`src/rtl/ycr_pkg.sv`:
```
// Shared types, constants and codes for the YUYV color class run encoder.
package ycr_pkg;

    // Sizing
    localparam int MAX_ROW_WIDTH = 2048;
    localparam int CLASS_COUNT   = 6;
    localparam int MAX_RESULTS   = 3;
    localparam int PUSH_W        = $clog2(MAX_RESULTS + 1);
    localparam int FIFO_AW       = 3;
    localparam int FIFO_DEPTH    = 1 << FIFO_AW;

    // Opcodes and table selects
    localparam logic       OP_PIXEL  = 1'b0;
    localparam logic       OP_TABLE  = 1'b1;
    localparam logic [1:0] SEL_LUMA  = 2'd0;
    localparam logic [1:0] SEL_U     = 2'd1;
    localparam logic [1:0] SEL_V     = 2'd2;

    // Class code for "no color"
    localparam logic [2:0] CLS_NONE  = 3'd0;

    // Configuration register indexes and reset values
    localparam int         CFG_IDX_W        = 2;
    localparam logic [1:0] CFG_ROW_WIDTH    = 2'd0;
    localparam logic [1:0] CFG_FRAME_HEIGHT = 2'd1;
    localparam logic [1:0] CFG_RUN_LIMIT    = 2'd2;
    localparam logic [11:0] RST_ROW_WIDTH    = 12'd640;
    localparam logic [11:0] RST_FRAME_HEIGHT = 12'd480;
    localparam logic [22:0] RST_RUN_LIMIT    = 23'd307200;

    // Input request payload
    typedef struct packed {
        logic       opcode;
        logic [7:0] luma_first;
        logic [7:0] chroma_u;
        logic [7:0] luma_second;
        logic [7:0] chroma_v;
        logic [1:0] table_select;
        logic [7:0] table_index;
        logic [7:0] table_entry;
    } t_in_item;

    // Result request payload
    typedef struct packed {
        logic [10:0] run_x;
        logic [10:0] run_y;
        logic [11:0] run_length;
        logic [2:0]  run_class;
        logic [21:0] run_number;
        logic        run_overflow;
        logic        frame_done;
        logic        final_result;
    } t_run_item;

    // Effective geometry and limit seen by the run coder
    typedef struct packed {
        logic [10:0] wm1;    // effective width minus one
        logic [10:0] hm1;    // effective height minus one
        logic [22:0] limit;
    } t_cfg;

    // Table lookups for one pixel pair
    typedef struct packed {
        logic [7:0] y1;
        logic [7:0] y2;
        logic [7:0] u;
        logic [7:0] v;
    } t_lut_rd;

endpackage

```
`src/rtl/ycr_run_coder.sv`:
```
// Pixel classification and run tracking; produces up to three runs per pair.
module ycr_run_coder import ycr_pkg::*; (
    input  logic              i_clk,
    input  logic              i_rst_n,
    input  logic              i_valid,
    input  t_lut_rd           i_rd,
    input  t_cfg              i_cfg,
    output logic [PUSH_W-1:0] o_push_n,
    output t_run_item         o_items [MAX_RESULTS]
);

    typedef struct packed {
        logic [10:0] col;
        logic [10:0] row;
        logic [10:0] start;
        logic [2:0]  cur;
        logic [22:0] re;     // runs counted in this frame
    } t_run_state;

    typedef struct packed {
        t_run_state st;
        logic [1:0] v;       // v[0] class-change run, v[1] row-end run
        t_run_item  e0;
        t_run_item  e1;
    } t_step;

    t_run_state r_st;
    t_step      step1;
    t_step      step2;
    t_run_item  cand [4];
    logic [3:0] cv;
    logic [2:0] cnt;

    // Lowest set class bit among 1..CLASS_COUNT
    function automatic logic [2:0] classify(input logic [7:0] m);
        logic [2:0] c;
        c = CLS_NONE;
        for (int k = CLASS_COUNT; k >= 1; k--) begin
            if (m[k]) c = 3'(k);
        end
        return c;
    endfunction

    // One pixel of the raster scan
    function automatic t_step pix_step(input t_run_state s, input logic [2:0] cls,
                                       input t_cfg cfg);
        t_step r;
        logic  last;
        r      = '0;
        r.st   = s;
        last   = 1'b0;
        if (s.col == 11'd0) begin
            r.st.start = 11'd0;
            r.st.cur   = cls;
        end else if (cls != s.cur) begin
            if (s.cur != CLS_NONE) begin
                r.v[0]          = 1'b1;
                r.e0.run_x      = s.start;
                r.e0.run_y      = s.row;
                r.e0.run_length = {1'b0, s.col} - {1'b0, s.start};
                r.e0.run_class  = s.cur;
                if (r.st.re < cfg.limit) begin
                    r.e0.run_number = r.st.re[21:0];
                    r.st.re         = r.st.re + 23'd1;
                end else begin
                    r.e0.run_overflow = 1'b1;
                end
            end
            r.st.start = s.col;
            r.st.cur   = cls;
        end
        if (s.col >= cfg.wm1) begin
            last            = (s.row >= cfg.hm1);
            r.v[1]          = 1'b1;
            r.e1.run_x      = r.st.start;
            r.e1.run_y      = s.row;
            r.e1.run_length = {1'b0, s.col} + 12'd1 - {1'b0, r.st.start};
            r.e1.run_class  = r.st.cur;
            r.e1.frame_done = last;
            if (r.st.re < cfg.limit) begin
                r.e1.run_number = r.st.re[21:0];
                r.st.re         = r.st.re + 23'd1;
            end else begin
                r.e1.run_overflow = 1'b1;
            end
            r.st.col = 11'd0;
            if (last) begin
                r.st.row = 11'd0;
                r.st.re  = 23'd0;
            end else begin
                r.st.row = s.row + 11'd1;
            end
        end else begin
            r.st.col = s.col + 11'd1;
        end
        return r;
    endfunction

    // Both pixels of the pair, second one sees the state left by the first
    always_comb begin
        step1 = pix_step(r_st, classify(i_rd.y1 & i_rd.u & i_rd.v), i_cfg);
        step2 = pix_step(step1.st, classify(i_rd.y2 & i_rd.u & i_rd.v), i_cfg);
    end

    // Pack emitted runs into consecutive result slots, mark the last
    always_comb begin
        cand[0] = step1.e0;
        cand[1] = step1.e1;
        cand[2] = step2.e0;
        cand[3] = step2.e1;
        cv      = {step2.v[1], step2.v[0], step1.v[1], step1.v[0]};
        cnt     = 3'd0;
        for (int j = 0; j < MAX_RESULTS; j++) o_items[j] = '0;
        for (int i = 0; i < 4; i++) begin
            if (cv[i]) begin
                if (cnt < 3'(MAX_RESULTS)) o_items[cnt[1:0]] = cand[i];
                cnt = cnt + 3'd1;
            end
        end
        for (int j = 0; j < MAX_RESULTS; j++) begin
            o_items[j].final_result = (3'(j) + 3'd1 == cnt);
        end
        o_push_n = i_valid ? PUSH_W'(cnt) : '0;
    end

    // Scan state
    always_ff @(posedge i_clk) begin
        if (!i_rst_n) begin
            r_st <= '0;
        end else if (i_valid) begin
            r_st <= step2.st;
        end
    end

endmodule

```
`config.mk`:
```
export PLATFORM = sky130hd
export DESIGN_NAME = ycr_run_coder
export DESIGN_NICKNAME = d
export VERILOG_FILES = /design/src/rtl/ycr_pkg.sv /design/src/rtl/ycr_run_coder.sv
export SDC_FILE = /design/constraint.sdc
export NUM_CORES = 1
export LEC_CHECK = 0
export ABC_AREA = 0
export BUFFER_PORTS_ARGS = -buffer_cell sky130_fd_sc_hd__buf_2
export CORE_UTILIZATION = 43
export CTS_CLUSTER_SIZE = 10
export DETAILED_ROUTE_END_ITERATION = 8
export GPL_TIMING_DRIVEN = 0
export SYNTH_ARGS = -nofsm -noshare
export SYNTH_HDL_FRONTEND = slang
export SYNTH_SLANG_ARGS = --single-unit
```
`constraint.sdc`:
```
create_clock -name i_clk -period 20.9 [get_ports i_clk]
set_input_delay 4.18 -clock i_clk [delete_from_list [all_inputs] [get_ports i_clk]]
set_output_delay 4.18 -clock i_clk [all_outputs]
set_load 0.005 [all_outputs]
```
==> impl_results.md <==
- Most common cell after layout, fill and taps aside: buf_2
- Post-Layout Cell Count: 3067
- Final ANT Viol Nets: 0
- Cells after synthesis: 2322
- CTS tree: done
- Port Buffer Count: 259
- Area share of the largest cell type after synthesis: 17.5%
- Max VDD drop: 0.0452 mV
- Final core utilization: 51.0%
- Slack of the critical path: 20.2 ps
- Top cells by area, synth: ha_1 18%, dfxtp_1 7.6%, nand2_1 5.8%, a21oi_1 5.6%, o21ai_0 5.3%
- Most used cell, CP: a21o_1
- Mapped Area: 15500 µm²
- Max layer used: met4
- Aggregate global routing overflow: 0
- Die X: 192 µm
- Worst-path clk slew: 80 ps
- Area leader, netlist: ha_1
- Setup crit start kind: input pin
- Vias in the first global route: 19200
- Synth warn: 0
- Cell Pwr Density: 34.9 nW/µm²
- GRT Total Usage: 47.2%
- WL final: 88400 µm
- Largest net degree at the start of global routing: 14
- Clock Skew: 17.8 ps
- Final hold vios: 0
- Io pins: 268
- Longest Clk Path Bufs: 2
- CTS HTree Levels: 3
- Placed insts: 3043
- Adder-Cell Fraction of Synth Area: 18.2%
- Nets: 2903
- Largest register FFs: 59
- Post-Synthesis Net Count: 2624
- Commonest non-fill, non-tap cells in the layout: 262 x buf_2, 237 x nand2_1, 216 x ha_1, 203 x nor2_1, 171 x a21oi_1
- Pleak: 8.27 nW
- Max frequency: 0.0479 GHz
- Fraction of layout cells with a size suffix above 1: 16.1%
- Mux contribution to synthesized area: 1.33%
- Dpl hpwl: 71400 µm
- Largest Register: r_st
- Flops & latches, synth: 59
- Area fraction in compound gates after synthesis: 28.6%
- Avg Inst Size Synth: 6.68 µm²
- Hold WC Path Type: flip-flop to flip-flop
- CP max stage cell: nor4_2
- WL/cell: 28.8 µm
- Synth Area in XOR/XNOR: 6.75%
- Area of the core: 35600 µm²
- WHS: 508 ps
- Seq/Total Area, Yosys: 7.62%
- Antenna violations before repair: 1
- Final slew viol count: 0
- Post-synthesis simple-gate area fraction: 29.7%
- Ys async rst share: 0%
- RSZ-0062 raised after global routing: true
- Diodes inserted: 0
- DRC: 0
- Worst Path Arrival: 16700 ps
- Root Buffer: clkbuf_16
- Starting Density: 43.6%
- Worst slew margin: 3.65%
- Largest family of logic cells by synthesized area: simple AND/OR/NAND/NOR gates
- Chip Height: 192 µm
- Clock sink total: 59
- Met3 WL: 11200 µm
- Wire length on met2: 36500 µm
- First-pass GRT wire length: 126000 µm
- Max-Cap Viols: 0
- Tcrit/Tclk final: 99.9%
- Pre-Repair DR Iteration Count: 6
- Std-Cell Rows: 69
- Via count: 20600
- Pre-CTS setup slack: -2810 ps
- Biggest regs: r_st x59
- Die Area: 36800 µm²
- Setup Crit Path Kind: input pin to output pin
- Worst skew pair latency: 390 ps
- Critical path fanouts, max: 10
- Final setup fails: 0
- Initial drt markers: 2639
- DRT met1 WL: 34500 µm
- Vias/cell: 6.72
- Primary FF master, synth: dfxtp_1
- Slowest cell delay on critical path: 640 ps
- Hold path depth: 2
- Status: complete, no violations
- CTS Buf Count: 9
- Measured slew at the worst slew-check pin: 1450 ps
- Synth cell types: 96
- Min cycle time layout: 20880 ps
- Count of flip-flops with a built-in enable after synthesis: 0
- Area delta synth->final: 17.0%
- Worst Setup End Kind: output pin
- Setup TNS: 0 ps
- CP required: 16720 ps
- Reg2reg path depth: 52
- RePlAce Congestion: 1.08
[logic make-up (layout without fill, tap and decap cells)]
family / Yosys count / count (layout)
and+or+nand+nor: 907 / 907
AOI/OAI and AO/OA: 681 / 681
xor gates and xnor gates: 116 / 116
adders and majority gates: 222 / 222
buffers and inverters: 318 / 602
DFF: 59 / 59
muxes: 19 / 19
[final cells by class]
| class | instances | area, µm² |
|---|---|---|
| Timing Repair Buffer | 270 | 1380 |
| Inverter | 178 | 668 |
| Multi-Input combinational cell | 1945 | 13500 |
| Fill cell | 3756 | 17400 |
| Tap cell | 461 | 577 |
| Buffer | 138 | 553 |
| Clock buffer | 9 | 225 |
| Clock inverter | 7 | 85.1 |
| Sequential cell | 59 | 1180 |
[report_power, final]
part           switching (mW)  leakage, nW  internal, mW  total [mW]
clock network          0.0808        0.153        0.0949       0.176
logic                   0.225         7.64         0.112       0.337
registers             0.00478        0.478         0.115       0.120
[routing by layer]
metal | track usage (%) | up-vias
li1 | - | 9073
met1 | 59.3 | 9667
met2 | 70.0 | 1534
met3 | 13.1 | 349
met4 | 30.9 | 0
met5 | 0 | -
[Yosys cell counts, types with 44 or more instances]
cell      count
nand2_1     240
ha_1        217
nor2_1      209
a21oi_1     173
inv_1       167
o21ai_0     163
nand3_1     137
clkbuf_1    115
xnor2_1      84
dfxtp_1      59
nand4_1      52
nor3_1       52
a21o_1       44
[worst paths after layout]
kind,start,endpoint,slack [ps]
setup / recovery,i_cfg[21],o_items[65],20
hold reg to reg,r_st[36]$_SDFFE_PN0P_,r_st[36]$_SDFFE_PN0P_,510
setup reg to reg,r_st[18]$_SDFFE_PN0P_,r_st[13]$_SDFFE_PN0P_,6520
hold / removal,r_st[36]$_SDFFE_PN0P_,r_st[36]$_SDFFE_PN0P_,510
[critical path, delay by kind of cell]
family | cells | cell delay, ps
AO/OA/AOI/OAI | 17 | 3870
buffers and inverters | 10 | 1810
XOR/XNOR | 2 | 780
adder cells (fa/ha/maj) | 5 | 1640
AND/OR/NAND/NOR | 17 | 4350
[per-stage QoR]
stage	power, mW	instance area (µm²)
after floorplan	0.320	15500
after global placement	0.434	17400
after detailed placement	0.438	17400
after CTS	0.615	18000
after global routing	0.657	18100
final	0.632	18100
[what timing repair did]
action / in CTS / in global routing
endpoints found under the hold margin: 0 / 0
buffers inserted: 6 / 4
hold buffers: 0 / 0
pin swaps: 4 / 5
resized for setup: 48 / 32
endpoints found under the setup margin: 69 / 69
No activity file was read; power rests on OpenSTA's default activity.
